[src/hw/rtl/lds_pkg.sv]
// Shared types and constants for the Lambert diffuse shader.
// Used by every module of the shader; depends on nothing.
`timescale 1ns / 1ps
`default_nettype none
package lds_pkg;

    localparam int COORD_WIDTH_DEF = 24;
    localparam int COS_FRAC_DEF    = 16;

    localparam int COL_W = 9;
    localparam int PIX_W = 8;
    localparam int IDX_W = 2;

    localparam logic [PIX_W-1:0] PIX_MAX = 8'd255;

    localparam logic [IDX_W-1:0] REG_LIGHT_X = 2'd0;
    localparam logic [IDX_W-1:0] REG_LIGHT_Y = 2'd1;
    localparam logic [IDX_W-1:0] REG_LIGHT_Z = 2'd2;

    typedef struct packed {
        logic [COL_W-1:0] amb_r;
        logic [COL_W-1:0] amb_g;
        logic [COL_W-1:0] amb_b;
        logic [COL_W-1:0] dif_r;
        logic [COL_W-1:0] dif_g;
        logic [COL_W-1:0] dif_b;
    } t_col;

endpackage
`default_nettype wire

[src/hw/rtl/lds_cstep.sv]
// One bit of the cosine: largest c with c^2*P <= dot^2*2^(2F), decided at bit K.
// Keeps remainder R and running product c*P; depends on lds_pkg.
`timescale 1ns / 1ps
`default_nettype none
module lds_cstep #(
    parameter int XW = 140,
    parameter int PW = 104,
    parameter int CW = 17,
    parameter int K  = 0
) (
    input  wire logic              i_clk,
    input  wire logic              i_en,
    input  wire logic [XW-1:0]     i_r,
    input  wire logic [XW-1:0]     i_t,
    input  wire logic [CW-1:0]     i_c,
    input  wire logic [PW-1:0]     i_p,
    input  wire logic              i_zero,
    input  wire lds_pkg::t_col     i_col,
    output logic [XW-1:0]          o_r,
    output logic [XW-1:0]          o_t,
    output logic [CW-1:0]          o_c,
    output logic [PW-1:0]          o_p,
    output logic                   o_zero,
    output lds_pkg::t_col          o_col
);
    logic [XW-1:0] w_pext;
    logic [XW-1:0] w_trial;
    logic          w_take;

    assign w_pext  = {{(XW-PW){1'b0}}, i_p};
    assign w_trial = (i_t << (K + 1)) + (w_pext << (2 * K));
    assign w_take  = (w_trial <= i_r);

    always_ff @(posedge i_clk) begin
        if (i_en) begin
            o_r    <= w_take ? i_r - w_trial : i_r;
            o_t    <= w_take ? i_t + (w_pext << K) : i_t;
            o_c    <= w_take ? i_c | (CW'(1) << K) : i_c;
            o_p    <= i_p;
            o_zero <= i_zero;
            o_col  <= i_col;
        end
    end

endmodule
`default_nettype wire

[config.mk]
export PLATFORM = sky130hd
export DESIGN_NAME = lds_cstep
export DESIGN_NICKNAME = d
export VERILOG_FILES = /design/src/hw/rtl/lds_pkg.sv /design/src/hw/rtl/lds_cstep.sv
export SDC_FILE = /design/constraint.sdc
export NUM_CORES = 1
export LEC_CHECK = 0
export BUFFER_PORTS_ARGS = -buffer_cell sky130_fd_sc_hd__buf_2
export CAP_MARGIN = 5
export CORE_AREA = 2 2 360 362
export DETAILED_ROUTE_END_ITERATION = 10
export DIE_AREA = 0 0 362 364
export MAX_ROUTING_LAYER = met4
export SYNTH_ARGS = -nofsm -noshare
export SYNTH_HDL_FRONTEND = slang
export SYNTH_SLANG_ARGS = --single-unit
[constraint.sdc]
create_clock -name i_clk -period 14.1 [get_ports i_clk]
set_input_delay 0 -clock i_clk [delete_from_list [all_inputs] [get_ports i_clk]]
set_output_delay 0 -clock i_clk [all_outputs]
set_load 0.005 [all_outputs]
==> run_results.csv <==
group,metric,value,unit
status,status,"complete, no violations",
global_route,grt.total_usage,0.2734,
floorplanning,die-width,362,um
yosys,synth_most_common_cell,"nand2_1",
floorplanning,start_util,0.3110,
setup_path,slowest_delay,0.72,ns
detailed_routing,firstDrtPassIters,7,
yosys,synth_top_area_share,0.3431,
pwr,power_density,111.9,mW/mm2
yosys,ys_seq_area_frac,0.3431,
timing,max_freq,0.1041,GHz
clock_network,clkTransAtPathRegs,0.06,ns
yosys,ys_top_cells_by_count,"nand2_1 (651), a21oi_1 (557), o21ai_0 (521)",
placed_design,io_buffers,913,
timing,slew_headroom,0.2676,
timing,setup_viol,0,
timing,tns,0,ns
global_route,grt_first_pass_wirelength,263.9,mm
setup_path,critPathSlowestCell,"nand3_1",
yosys,synthFlopType,"edfxtp_1",
setup_path,cp-start-kind,"input port",
yosys,syn_inst,4727,
detailed_routing,vias_per_cell,5.464,
timing,grt_setup_unrepaired,"no",
placed_design,dpl.hpwl,150.3,mm
yosys,ys_seq_elements,456,
layout,syn2layout_area_growth,31.91,%
yosys,synth.largest_area_cell,"edfxtp_1",
floorplanning,die_area,0.1318,mm2
yosys,synthArstFlopShare,0,
detailed_routing,first_iter_violations,3760,
detailed_routing,drc,0,
floorplanning,core_area,0.1283,mm2
timing,fin_crit,9.607,ns
clock_network,cts_buffer_depth,3,
timing,worstMarginPinSlew,1.083,ns
clock_network,root_buffer,"clkbuf_16",
floorplanning,io_pins,914,
job,cap_viol_max_count,0,
placed_design,pre_cts_ws,5.056,ns
timing,fin_ws,4.493,ns
pwr,p_leak,21.70,nW
floorplanning,dieHeight,364,um
clock_network,cts_resized,0,
detailed_routing,wl_per_cell,23.87,um
global_route,first_global_vias,40850,
global_route,antenna_found_initial,35,
timing,hold_viol_final,0,
global_route,overflow,0,
layout,nNetsFinal,6777,
clock_network,cts_made_buffers,56,
clock_network,hold_buffers,478,
pwr,ir_drop,0.00008797,V
setup_path,cp-end-kind,"register",
yosys,yosysWarnings,0,
timing,slew_viol_final,0,
setup_path,critPathMaxFanout,29,
setup_path,cp.required,14.53,ns
placed_design,place_congestion,0.9995,
setup_path,crit_path_frequent_cell,"a21oi_1",
yosys,postSynthAreaPerCell,8.442,um2
global_route,grt_max_degree,215,
clock_network,cts_tree,"done",
yosys,synth_cell_types,78,
yosys,postSynthNetCount,5535,
detailed_routing,antenna_left,0,
detailed_routing,routed_wirelength,184.3,mm
clock_network,post_cts_buffers,0,
setup_path,worstSetupPathType,"in -> reg",
hold_path,min_path_type,"in -> reg",
yosys,synth_edf_count,456,
detailed_routing,num_vias,42200,
floorplanning,num_rows,132,
clock_network,cts_sinks,456,
yosys,syn_area,0.03991,mm2
timing,period_share,0.6813,
setup_path,cp.arrival,10.03,ns
yosys,yosys-top-cells-area,"edfxtp_1 (34%), ha_1 (11%), a21oi_1 (7.0%), o21ai_0 (6.5%), nand2_1 (6.1%)",
hold_path,hold_path_depth,2,
layout,drive_gt1_frac,0.1776,
clock_network,cts_max_level,2,
logic make-up after synthesis:
family / after synthesis / share of synthesized area
AOI/OAI and AO/OA: 1643 / 0.2461
adders and majority gates: 350 / 0.1103
muxes: 11 / 0.003041
buffers and inverters: 330 / 0.03273
DFF: 456 / 0.3431
and+or+nand+nor: 1534 / 0.1763
xor gates and xnor gates: 403 / 0.08845
cells in the final DEF (no fill, tap or decap), types with 156 or more instances in the layout:
cell type	n
nand2_1	651
xor2_1	165
nor2_1	344
edfxtp_1	456
a21o_1	156
buf_2	912
o21ai_0	521
a21oi_1	557
xnor2_1	238
dlygate4sd3_1	478
ha_1	347
nand4_1	170
critical path, delay by kind of cell:
family                     cells  cell delay, ns
xor gates and xnor gates       2            0.30
adders and majority gates      3            1.08
buffers and inverters          4            1.77
and+or+nand+nor                7            2.48
AOI/OAI and AO/OA             15            4.35
registers in the layout, indices dropped and copies added, names as in the netlist:
register	count
o_r	140
o_t	140
o_col	54
o_zero	1
o_p	104
o_c	17
final timing paths:
kind | start | end | slack, ns
worst max-delay path | i_p[1] | o_t[138] | 4.49
worst min-delay path | i_col[15] | o_col[15] | 0.04
where the power goes:
group          switching (mW)  total [mW]  leakage [nW]  internal [mW]
sequential             0.0584        1.77          4.45           1.72
combinational            1.62        2.57          16.3          0.943
clock                   0.633        1.55         0.928          0.917
total                    2.31        5.89          21.7           3.58
routing by layer:
layer,GRT usage,part of all wire,up-vias
li1,-,-,20080
met5,-,0,-
met1,0.3469,0.44,20130
met4,0.09060,0.036,0
met2,0.4383,0.46,1691
met3,0.05006,0.066,295
through the flow:
step                utilization  std cells  cell area (um2)  total power, mW  hold WS, ns
detailed placement       0.3572       7108            45830            4.210       0.1781
CTS                      0.4095       7688            52550            5.890     0.001534
global placement         0.3572       7108            45830            4.217       0.1772
floorplan                     -       4727            39910            3.257      0.09887
finish                   0.4102       7723            52640            5.891      0.04132
global route             0.4101       7721            52630            6.209      0.02427
area by class of cell:
type,instances,area [um2]
clock inverters,35,446.7
well taps,1675,2096
flip-flops and latches,456,13690
diodes,35,87.58
clock buffers,67,1485
inverters,108,405.4
multi-input cells,3941,24920
repair buffers,1406,9502
fillers,12830,75690
No activity file was read; power rests on OpenSTA's default activity.
