==> src/hw/rtl/lds_pkg.sv <==
// Shared types and constants for the Lambert diffuse shader.
// Used by every module of the shader; depends on nothing.
`timescale 1ns / 1ps
`default_nettype none
package lds_pkg;

    localparam int COORD_WIDTH_DEF = 24;
    localparam int COS_FRAC_DEF    = 16;

    localparam int COL_W = 9;
    localparam int PIX_W = 8;
    localparam int IDX_W = 2;

    localparam logic [PIX_W-1:0] PIX_MAX = 8'd255;

    localparam logic [IDX_W-1:0] REG_LIGHT_X = 2'd0;
    localparam logic [IDX_W-1:0] REG_LIGHT_Y = 2'd1;
    localparam logic [IDX_W-1:0] REG_LIGHT_Z = 2'd2;

    typedef struct packed {
        logic [COL_W-1:0] amb_r;
        logic [COL_W-1:0] amb_g;
        logic [COL_W-1:0] amb_b;
        logic [COL_W-1:0] dif_r;
        logic [COL_W-1:0] dif_g;
        logic [COL_W-1:0] dif_b;
    } t_col;

endpackage
`default_nettype wire

==> src/hw/rtl/lds_shade.sv <==
// Colour stage: ambient + diffuse*cosine per channel, clamped to 0..255.
// One register stage; depends on lds_pkg.
`timescale 1ns / 1ps
`default_nettype none
module lds_shade #(
    parameter int F = lds_pkg::COS_FRAC_DEF
) (
    input  wire logic                       i_clk,
    input  wire logic                       i_en,
    input  wire logic [F:0]                 i_c,
    input  wire logic                       i_zero,
    input  wire lds_pkg::t_col              i_col,
    output logic [lds_pkg::PIX_W-1:0]       o_red,
    output logic [lds_pkg::PIX_W-1:0]       o_green,
    output logic [lds_pkg::PIX_W-1:0]       o_blue
);
    localparam int CW = F + 1;
    localparam int AW = lds_pkg::COL_W;

    logic [CW-1:0] w_cos;

    function automatic logic [lds_pkg::PIX_W-1:0] chan(
        input logic [AW-1:0] amb,
        input logic [AW-1:0] dif,
        input logic [CW-1:0] c
    );
        logic [AW+CW-1:0] pr;
        logic [AW:0]      v;
        pr = {{CW{1'b0}}, dif} * {{AW{1'b0}}, c};
        v  = {1'b0, amb} + {1'b0, pr[F +: AW]};
        chan = (v > {2'b00, lds_pkg::PIX_MAX}) ? lds_pkg::PIX_MAX : v[lds_pkg::PIX_W-1:0];
    endfunction

    assign w_cos = i_zero ? '0 : i_c;

    always_ff @(posedge i_clk) begin
        if (i_en) begin
            o_red   <= chan(i_col.amb_r, i_col.dif_r, w_cos);
            o_green <= chan(i_col.amb_g, i_col.dif_g, w_cos);
            o_blue  <= chan(i_col.amb_b, i_col.dif_b, w_cos);
        end
    end

endmodule
`default_nettype wire

==> config.mk <==
export PLATFORM = sky130hd
export DESIGN_NAME = lds_shade
export DESIGN_NICKNAME = d
export VERILOG_FILES = /design/src/hw/rtl/lds_pkg.sv /design/src/hw/rtl/lds_shade.sv
export SDC_FILE = /design/constraint.sdc
export NUM_CORES = 1
export LEC_CHECK = 0
export ABC_CLOCK_PERIOD_IN_PS = 14600
export BUFFER_PORTS_ARGS = -buffer_cell sky130_fd_sc_hd__buf_4
export CAP_MARGIN = 20
export CELL_PAD_IN_SITES_DETAIL_PLACEMENT = 2
export CELL_PAD_IN_SITES_GLOBAL_PLACEMENT = 2
export CORE_ASPECT_RATIO = 0.8
export CORE_MARGIN = 5
export CORE_UTILIZATION = 43
export CTS_CLUSTER_DIAMETER = 30
export DETAILED_ROUTE_END_ITERATION = 6
export PLACE_DENSITY_LB_ADDON = 0.1
export SETUP_SLACK_MARGIN = 0.2
export SLEW_MARGIN = 20
export SYNTH_ARGS = -nofsm -noshare
export SYNTH_HDL_FRONTEND = slang
export SYNTH_SLANG_ARGS = --single-unit
export TNS_END_PERCENT = 5
==> constraint.sdc <==
create_clock -name i_clk -period 14.6 [get_ports i_clk]
set_clock_uncertainty 0.1 [all_clocks]
set_input_delay 2.19 -clock i_clk [delete_from_list [all_inputs] [get_ports i_clk]]
set_output_delay 2.19 -clock i_clk [all_outputs]
set_load 0.02 [all_outputs]
==> results by group, run 1 <==
Clock tree
  – Number of post-CTS setup repair buffers: 0
  – CTS tree: yes
  – CTS Sinks: 24
  – CTS max path bufs: 2
  – H-tree depth: 1
  – TritonCTS buffer count: 3
  – Clock Pin Slew Worst Setup and Hold Paths: 0.09 ns
  – Hold-fix buffers, CTS: 0
  – Resized cells post-CTS: 0
  – Root buf cell: clkbuf_16

Cells and area
  – Multi-input logic area: 12700 um2
  – Share of cells above drive strength 1: 8.153%
  – Antenna diodes: 0
  – Reg area: 720.7 um2
  – Fin nets: 2291
  – Area Growth Syn to Fin: 8.118%
  – Fill cell count: 3895

Worst setup path
  – Crit Path Class: input pin to flip-flop
  – Required @ worst endpoint: 14.54 ns
  – Crit path launch type: input pin
  – CP endpoint kind: flip-flop
  – Crit path DAT: 9.63 ns
  – CP Max Fanout: 27

Timing
  – Final hold viol count: 0
  – Setup WS post-layout: 4.914 ns
  – Final setup viols: 0
  – RSZ-0062 raised after global routing: no
  – Peak Freq: 103.2 MHz
  – Min Tclk post-route: 9.686 ns
  – Slew HR: 28.33%
  – Measured slew at the worst slew-check pin: 1.075 ns
  – Max Slew Vio Count: 0
  – TNS Setup: 0 ns
  – Tcrit/Tclk final: 66.34%

Route
  – 1st-pass router iterations: 4
  – Via count: 11520
  – Final WL: 44210 um
  – Post-detailed-route count of antenna-violating nets: 0
  – Initial DRC Count: 396
  – DR vias/cell: 5.176
  – Routed WL per cell: 19.86 um
  – DR DRC count: 0

Die
  – # rows: 61
  – Chip Width: 219.4 um
  – Die H: 177.6 um
  – Core Area: 34730 um2
  – Die area: 38960 um2
  – Io pins: 98
  – Initial core utilization: 43.45%

Yosys
  – Count leader, synth: inv_1
  – EDFF count, synth: 24
  – Cell variety after synth: 72
  – Sequential area share after synthesis: 4.776%
  – Asr flop ratio synth: 0%
  – Post-Syn Instances: 1723
  – Main synth FF type: edfxtp_1
  – Post-synthesis register bit count: 24
  – Top cell type's share of synthesized area: 41.79%
  – Mapped cell area: 15090 um2
  – Top post-synthesis cells by count: 364 x inv_1, 315 x fa_1, 237 x nand2_1
  – Avg Inst Size Synth: 8.758 um2
  – Synth Net Count: 2259
  – Top post-synthesis cells by area: fa_1 42%, ha_1 12%, and2_1 9.6%
  – Synth area leader: fa_1
  – Ys Warns: 0

GRT
  – Global-route wire length before repair: 73310 um
  – Vias in the first global route: 13880
  – Initial antenna violation count: 0
  – Gr usage total: 23.55%
  – Largest net degree at the start of global routing: 28
  – GRT overflow: 0

Place
  – Placer Congestion: 0.8010
  – IO buf count: 97
  – Pre-CTS WS: 4.608 ns
  – Post-DP HPWL: 36560 um

Hold path
  – Hold crit path type: input pin to flip-flop

Flow run
  – Max cap viols: 0

Outcome
  – Status: completed

Pwr
  – Power Dens Cells: 97.27 nW/um2
  – Total leakage power: 8.629 nW
  – Worst VDD drop: 0.08125 mV
[final cells by class]
class / count / area share (%)
tap: 472 / 3.620
clock inverter: 1 / 0.1841
multi-input combinational: 1251 / 77.84
inverter: 364 / 8.375
timing repair buffer: 111 / 5.108
sequential: 24 / 4.418
clock buffer: 3 / 0.4602
[state kept, by name, summed over array words and instances, names as in the netlist]
| name | cells |
|---|---|
| o_green | 8 |
| o_red | 8 |
| o_blue | 8 |
[metrics by stage]
stage	utilization (%)	std cells	hold WS (ns)	total power, W	instance area [um2]
3_3_place_gp	46.68	2222	2.468	0.001406	16210
3_5_place_dp	46.68	2222	2.482	0.001503	16210
5_1_grt	46.98	2226	2.225	0.001773	16310
6_report	46.98	2226	2.182	0.001587	16310
2_1_floorplan	-	1723	2.203	0.001102	15090
4_1_cts	46.98	2226	2.183	0.001606	16310
[power breakdown]
group          leakage, nW  internal (W)  switching, W
logic                 8.34      0.000567      0.000788
registers            0.239      0.000128     0.0000128
clock network       0.0511     0.0000550     0.0000361
total                 8.63      0.000750      0.000837
[final timing paths]
path / from / end / cells past startpoint
max: i_zero / o_green[1] / 26
min: i_col[45] / o_red[0] / 3
[critical path: stages]
cell,delay [ns]
buf_4,0.19
and2b_1,0.94
nand2_1,0.19
fa_1,0.58
inv_1,0.06
fa_1,0.48
fa_1,0.56
inv_1,0.06
fa_1,0.47
inv_1,0.05
ha_1,0.32
nand4_1,0.14
nor2_1,0.18
o31ai_1,0.11
a31oi_1,0.46
o21a_1,0.20
nor2_1,0.05
ha_1,0.22
fa_1,0.45
a21o_1,0.18
a21oi_1,0.26
nor2_1,0.11
o221ai_1,0.24
mux2i_1,0.56
nand2_1,0.13
or2_1,0.22
[metal layers]
metal	part of all wire (%)	vias up	global-route usage, %
met5	0	-	0
met4	0.69	0	2.537
met3	2.3	19	1.092
met2	51	134	42.97
met1	46	6143	32.28
li1	-	5226	-
[cell families after synthesis]
kind of cell	Yosys count	share of synthesized area, %
AOI/OAI and AO/OA	135	6.360
xor gates and xnor gates	46	2.670
DFF	24	4.776
muxes	2	0.1327
adders and majority gates	462	53.98
buffers and inverters	448	11.19
and+or+nand+nor	606	20.90
[cell usage in the layout, fill, tap and decap left out, drive strengths merged, types with 8 or more instances in the layout]
cell type    n
o21bai       8
a21oi       40
nand2b      17
nand2      237
and2       231
o21ai       16
edfxtp      24
buf        111
a21o        29
nor2b       19
nor2        33
inv        364
ha         147
xnor2       37
nor3        16
nand3       13
xor2         9
fa         315
No activity file was read; power rests on OpenSTA's default activity.
==> run 2, diff against run 1 <==
Settings changed: ABC_AREA set to 1, ABC_CLOCK_PERIOD_IN_PS 14600 to 8390, CORE_UTILIZATION 43 to 34.
Clock period 14.6 ns to 8.39 ns, I/O delays scaled along.
==> run 2 against run 1 <==
  * Critical path depth rose by 1
  * Via count grew 21%
  * Cell area grew 6.2%
  * Clock power rose by 79%
  * Global-route usage decreased by 0.61 points
  * Die area up 30%
  * Sequential share of layout area is 0.26 points lower
  * Sequential power up 79%
  * Clock-buffer cell count is the same
  * Wire length is 30% higher
  * Largest power group unchanged
  * Highest routed layer unchanged
==> results by group, run 2 <==
Die
  – Initial core utilization: 34.44% (-9.0 points)
  – Die area: 50840 um2 (+30%)
  – # rows: 70 (+15%)
  – Io pins: 98 (unchanged)
  – Core Area: 45810 um2 (+32%)
  – Chip Width: 250.8 um (+14%)
  – Die H: 202.7 um (+14%)

Timing
  – Slew HR: 52.55% (+24 points)
  – Peak Freq: 130.1 MHz
  – Final setup viols: 0 (unchanged)
  – Max Slew Vio Count: 0 (unchanged)
  – Final hold viol count: 0 (unchanged)
  – TNS Setup: 0 ns (unchanged)
  – Measured slew at the worst slew-check pin: 0.7110 ns (-0.3641 ns)
  – RSZ-0062 raised after global routing: no
  – Tcrit/Tclk final: 91.62%
  – Min Tclk post-route: 7.687 ns

Yosys
  – Top post-synthesis cells by count: 496 x inv_1, 458 x nand2_1, 315 x fa_1
  – Count leader, synth: inv_1
  – Synth area leader: fa_1
  – Top cell type's share of synthesized area: 39.97% (-1.8 points)
  – Avg Inst Size Synth: 7.424 um2 (-15%)
  – Ys Warns: 0 (unchanged)
  – Post-Syn Instances: 2125 (+23%)
  – Sequential area share after synthesis: 4.568% (-0.21 points)
  – Post-synthesis register bit count: 24 (unchanged)
  – Asr flop ratio synth: 0% (unchanged)
  – Top post-synthesis cells by area: fa_1 40%, inv_1 12%, ha_1 12%
  – Cell variety after synth: 38 (-47%)
  – Synth Net Count: 2661 (+18%)
  – Main synth FF type: edfxtp_1
  – Mapped cell area: 15780 um2 (+4.6%)
  – EDFF count, synth: 24 (unchanged)

Clock tree
  – Resized cells post-CTS: 0 (unchanged)
  – CTS Sinks: 24 (unchanged)
  – Number of post-CTS setup repair buffers: 0 (unchanged)
  – CTS max path bufs: 2 (unchanged)
  – Clock Pin Slew Worst Setup and Hold Paths: 0.09 ns (about the same)
  – Hold-fix buffers, CTS: 0 (unchanged)
  – TritonCTS buffer count: 3 (unchanged)
  – H-tree depth: 1 (unchanged)
  – CTS tree: yes
  – Root buf cell: clkbuf_16

Place
  – Post-DP HPWL: 49660 um (+36%)
  – IO buf count: 97 (unchanged)
  – Placer Congestion: 0.8504 (+6.2%)
  – Dpl cells: 2798 (+26%)

Worst setup path
  – CP Max Fanout: 17 (-37%)
  – Worst path max stage delay: 0.57 ns (-0.37 ns)
  – Required @ worst endpoint: 8.33 ns (-6.21 ns)
  – Crit path launch type: input pin
  – Worst path slowest cell: fa_1
  – CP endpoint kind: flip-flop
  – Crit Path Class: input pin to flip-flop
  – Crit path DAT: 7.62 ns (-2.01 ns)

Route
  – DR vias/cell: 4.962 (-4.1%)
  – 1st-pass router iterations: 6 (+2)
  – DR DRC count: 0 (unchanged)
  – Initial DRC Count: 554 (+40%)
  – Via count: 13900 (+21%)
  – Routed WL per cell: 20.56 um (+3.5%)
  – Final WL: 57610 um (+30%)
  – Post-detailed-route count of antenna-violating nets: 0 (unchanged)

Cells and area
  – Antenna diodes: 0 (unchanged)
  – Largest regs: o_blue (8), o_green (8), o_red (8)
  – Share of cells above drive strength 1: 6.804% (-1.3 points)
  – Area Growth Syn to Fin: 9.803%
  – Most common cell after layout, fill and taps aside: inv_1
  – Commonest non-fill, non-tap cells in the layout: 496 x inv_1, 458 x nand2_1, 315 x fa_1
  – Final non-filler cell total: 2802 (+26%)
  – Fin nets: 2727 (+19%)

Outcome
  – Status: completed

GRT
  – Global-route wire length before repair: 91860 um (+25%)
  – Largest net degree at the start of global routing: 25 (-11%)
  – Initial antenna violation count: 0 (unchanged)
  – Vias in the first global route: 16210 (+17%)
  – GRT overflow: 0 (unchanged)
  – Gr usage total: 22.94% (-0.61 points)

Pwr
  – Power Dens Cells: 185.6 nW/um2 (+91%)
  – Total leakage power: 9.781 nW (+13%)
  – Overall power: 0.003215 W (+100%)
  – Worst VDD drop: 0.1012 mV (+24%)

Hold path
  – Hold crit path type: input pin to flip-flop

Flow run
  – Max cap viols: 0 (unchanged)
-- run 2: cell count changes after synthesis, sizes merged, moves of 18 or more --
cell / delta
nor2: +286
and2: -231
nand2: +226
inv: +136
nand3: +44
a21oi: +32
clkbuf: -29
xnor2: -21
nor2b: -19
xor2: +18
-- run 2: critical path: cells and delay by family --
| kind | cells | cell delay [ns] |
|---|---|---|
| compound gates | 5 | 0.82 |
| xor+xnor | 2 | 0.27 |
| fa+ha+maj | 7 | 3.13 |
| buf+inv | 7 | 1.08 |
| simple gates | 6 | 1.06 |
-- run 2: where the power goes --
part           switching, W  internal, W
Sequential        0.0000209     0.000231
Combinational       0.00180      0.00100
Clock             0.0000671    0.0000959
Total               0.00188      0.00133
-- run 2: cells by family (layout without fill, tap and decap cells) --
family	count (synthesis)	after routing	synth area share [%]
flops	24	24	4.568
buf+inv	569	634	13.70
fa+ha+maj	462	462	51.63
compound gates	142	142	5.219
simple gates	885	885	22.50
xor+xnor	43	43	2.387
-- run 2: routing by layer --
layer	GRT usage [%]	share of wire, %	vias to the layer above
met5	0	0	-
met4	3.488	1.6	0
met3	2.869	4.1	33
met2	39.12	47	227
met1	32.13	47	7241
li1	-	-	6402
-- run 2: cell type report --
| cell class | count | area, um2 |
|---|---|---|
| Inverter | 505 | 1898 |
| Clock inverter | 1 | 30.03 |
| Sequential cell | 24 | 720.7 |
| Fill cell | 5394 | 28480 |
| Multi-Input combinational cell | 1532 | 12890 |
| Clock buffer | 3 | 75.07 |
| Tap cell | 612 | 765.7 |
| Timing Repair Buffer | 125 | 938.4 |
-- run 2: through the flow --
| step | util [%] | worst slack, ns | area (um2) | hold slack, ns |
|---|---|---|---|---|
| floorplan | - | 1.430 | 15780 | 1.271 |
| global route | 37.82 | 0.2908 | 17320 | 1.268 |
| CTS | 37.82 | 0.6489 | 17320 | 1.254 |
| global placement | 37.59 | 0.5049 | 17220 | 1.556 |
| detailed placement | 37.59 | 0.3121 | 17220 | 1.568 |
| finish | 37.82 | 0.7031 | 17320 | 1.254 |
-- run 2: worst paths after layout --
kind              cells after the start  slack [ns]         end       from
setup / recovery                     27        0.70   o_blue[1]     i_zero
hold / removal                        4        1.25  o_green[0]  i_col[36]
==> run 3, diff against run 2 <==
Settings changed: ABC_CLOCK_PERIOD_IN_PS 8390 to 8860, CORE_UTILIZATION 34 to 41.
Clock period 8.39 ns to 8.86 ns, I/O delays scaled along.
==> run 3 against run 2 <==
  * Combinational power barely moved
  * Sequential power fell by 6%
  * Wire length rose by 12%
  * Largest power group unchanged
  * Highest routed layer is now met5
==> results by group, run 3 (synthesis results as in run 2) <==
Die
  – Initial core utilization: 41.39% (+6.9 points)
  – Die area: 42530 um2 (-16%)
  – Io pins: 98 (unchanged)
  – Chip Width: 229.3 um (-8.6%)
  – # rows: 64 (-8.6%)
  – Core Area: 38120 um2 (-17%)
  – Die H: 185.5 um (-8.5%)

Timing
  – Peak Freq: 120.6 MHz
  – TNS Setup: 0 ns (unchanged)
  – Setup WS post-layout: 0.5681 ns (-0.1350 ns)
  – RSZ-0062 raised after global routing: no
  – Final hold viol count: 0 (unchanged)
  – Max Slew Vio Count: 0 (unchanged)
  – Final setup viols: 0 (unchanged)
  – Tcrit/Tclk final: 93.59%
  – Slew HR: 50.99% (-1.6 points)
  – Measured slew at the worst slew-check pin: 0.7344 ns (+0.02340 ns)
  – Min Tclk post-route: 8.292 ns

Pwr
  – Total leakage power: 9.781 nW (unchanged)
  – Switching Share: 59.15% (+0.55 points)
  – Worst VDD drop: 0.1388 mV (+37%)
  – Sequential Power Share: 7.5% (-0.3 points)
  – Cell internal pwr: 0.001292 W (-3.0%)
  – Clock Power Share: 4.6% (-0.5 points)
  – NetSw: 0.001870 W (-0.74%)
  – Power Dens Cells: 184.1 nW/um2 (-0.83%)
  – Combinational group share of total power: 87.9% (+0.8 points)

Clock tree
  – Number of post-CTS setup repair buffers: 0 (unchanged)
  – Root buf cell: clkbuf_16
  – CTS tree: yes
  – TritonCTS buffer count: 3 (unchanged)
  – H-tree depth: 1 (unchanged)
  – Hold-fix buffers, CTS: 0 (unchanged)
  – Resized cells post-CTS: 0 (unchanged)
  – CTS Sinks: 24 (unchanged)
  – Clock Pin Slew Worst Setup and Hold Paths: 0.08 ns (about the same)
  – CTS max path bufs: 2 (unchanged)

Outcome
  – Status: completed

Worst setup path
  – Worst path max stage delay: 0.57 ns (about the same)
  – CP top delay family: adder cells
  – Crit path DAT: 8.21 ns (+0.59 ns)
  – Worst path buffer plus inverter count: 7 (unchanged)
  – Worst path slowest cell: fa_1
  – Crit. path cell count: 27 (unchanged)
  – Required @ worst endpoint: 8.78 ns (+0.45 ns)
  – CP endpoint kind: flip-flop
  – Crit path launch type: input pin
  – Crit Path Class: input pin to flip-flop
  – CP Max Fanout: 17 (unchanged)

GRT
  – Initial antenna violation count: 1 (+1)
  – Largest net degree at the start of global routing: 25 (unchanged)
  – GRT overflow: 0 (unchanged)
  – Gr usage total: 30.55% (+7.6 points)
  – Vias in the first global route: 17330 (+6.9%)
  – Global-route wire length before repair: 100300 um (+9.1%)

Place
  – Pre-CTS WS: 0.3912 ns (+0.07913 ns)
  – Placed cell area: 17070 um2 (-0.85%)
  – Dpl cells: 2681 (-4.2%)
  – IO buf count: 97 (unchanged)
  – Placer Congestion: 0.8696 (+2.3%)
  – Post-DP HPWL: 54360 um (+9.5%)

Route
  – Post-detailed-route count of antenna-violating nets: 0 (unchanged)
  – Via count: 14590 (+4.9%)
  – Final WL: 64260 um (+12%)
  – 1st-pass router iterations: 5 (-1)
  – DR vias/cell: 5.433 (+9.5%)
  – Initial DRC Count: 712 (+29%)
  – Routed WL per cell: 23.93 um (+16%)
  – DR DRC count: 0 (unchanged)

Cells and area
  – Commonest non-fill, non-tap cells in the layout: 496 x inv_1, 458 x nand2_1, 315 x fa_1
  – Antenna diodes: 0 (unchanged)
  – Fill cell count: 4511 (-16%)
  – Final non-filler cell total: 2685 (-4.2%)
  – Most common cell after layout, fill and taps aside: inv_1
  – Fin area: 17180 um2 (-0.85%)
  – Largest regs: o_blue (8), o_green (8), o_red (8)
  – Fin nets: 2727 (unchanged)
  – Final core utilization: 45.06% (+7.2 points)
  – Share of cells above drive strength 1: 6.804% (unchanged)
  – Area Growth Syn to Fin: 8.875%

Hold path
  – Hold depth: 4 (unchanged)
  – Hold crit path type: input pin to flip-flop
  – Hold path start: i_col[27]
  – Hold EP: o_blue[0]

Flow run
  – Max cap viols: 0 (unchanged)
run 3: cell counts in the layout (fill, tap and decap cells not counted):
Identical to the previous run, type by type.
run 3: worst max-delay path by stage:
stage / start / endpoint
final: i_zero / o_blue[1]
after global routing: i_zero / o_blue[7]
after detailed placement: i_zero / o_blue[1]
after floorplan: i_zero / o_red[6]
after CTS: i_zero / o_blue[1]
after global placement: i_zero / o_blue[7]
run 3: cell type report:
type	instances	area, um2	area share [%]
inverters	505	1898	11.05
flip-flops and latches	24	720.7	4.196
multi-input cells	1532	12890	75.07
repair buffers	125	938.4	5.463
clock inverters	1	30.03	0.1748
well taps	495	619.3	3.606
clock buffers	3	75.07	0.4371
run 3: power by group through the flow:
stage,combinational (W),clock (W),sequential [W]
after floorplan,0.00176,0,0.000312
after global placement,0.00256,0,0.000236
after detailed placement,0.00276,0,0.000240
after CTS,0.00279,0.000146,0.000238
after global routing,0.00313,0.000151,0.000242
final,0.00278,0.000146,0.000236
run 3: through the flow:
stage          total power [W]  hold slack (ns)
3_3_place_gp          0.002795            1.604
6_report              0.003161            1.314
5_1_grt               0.003523            1.335
4_1_cts               0.003178            1.320
3_5_place_dp          0.003003            1.620
2_1_floorplan         0.002073            1.342
run 3: layer usage:
layer,GRT usage [%],share of wire (%),vias up
met1,38.05,41,7557
met2,53.90,49,468
met5,0,0.011,-
met4,11.45,4.5,2
li1,-,-,6403
met3,5.155,5.6,158
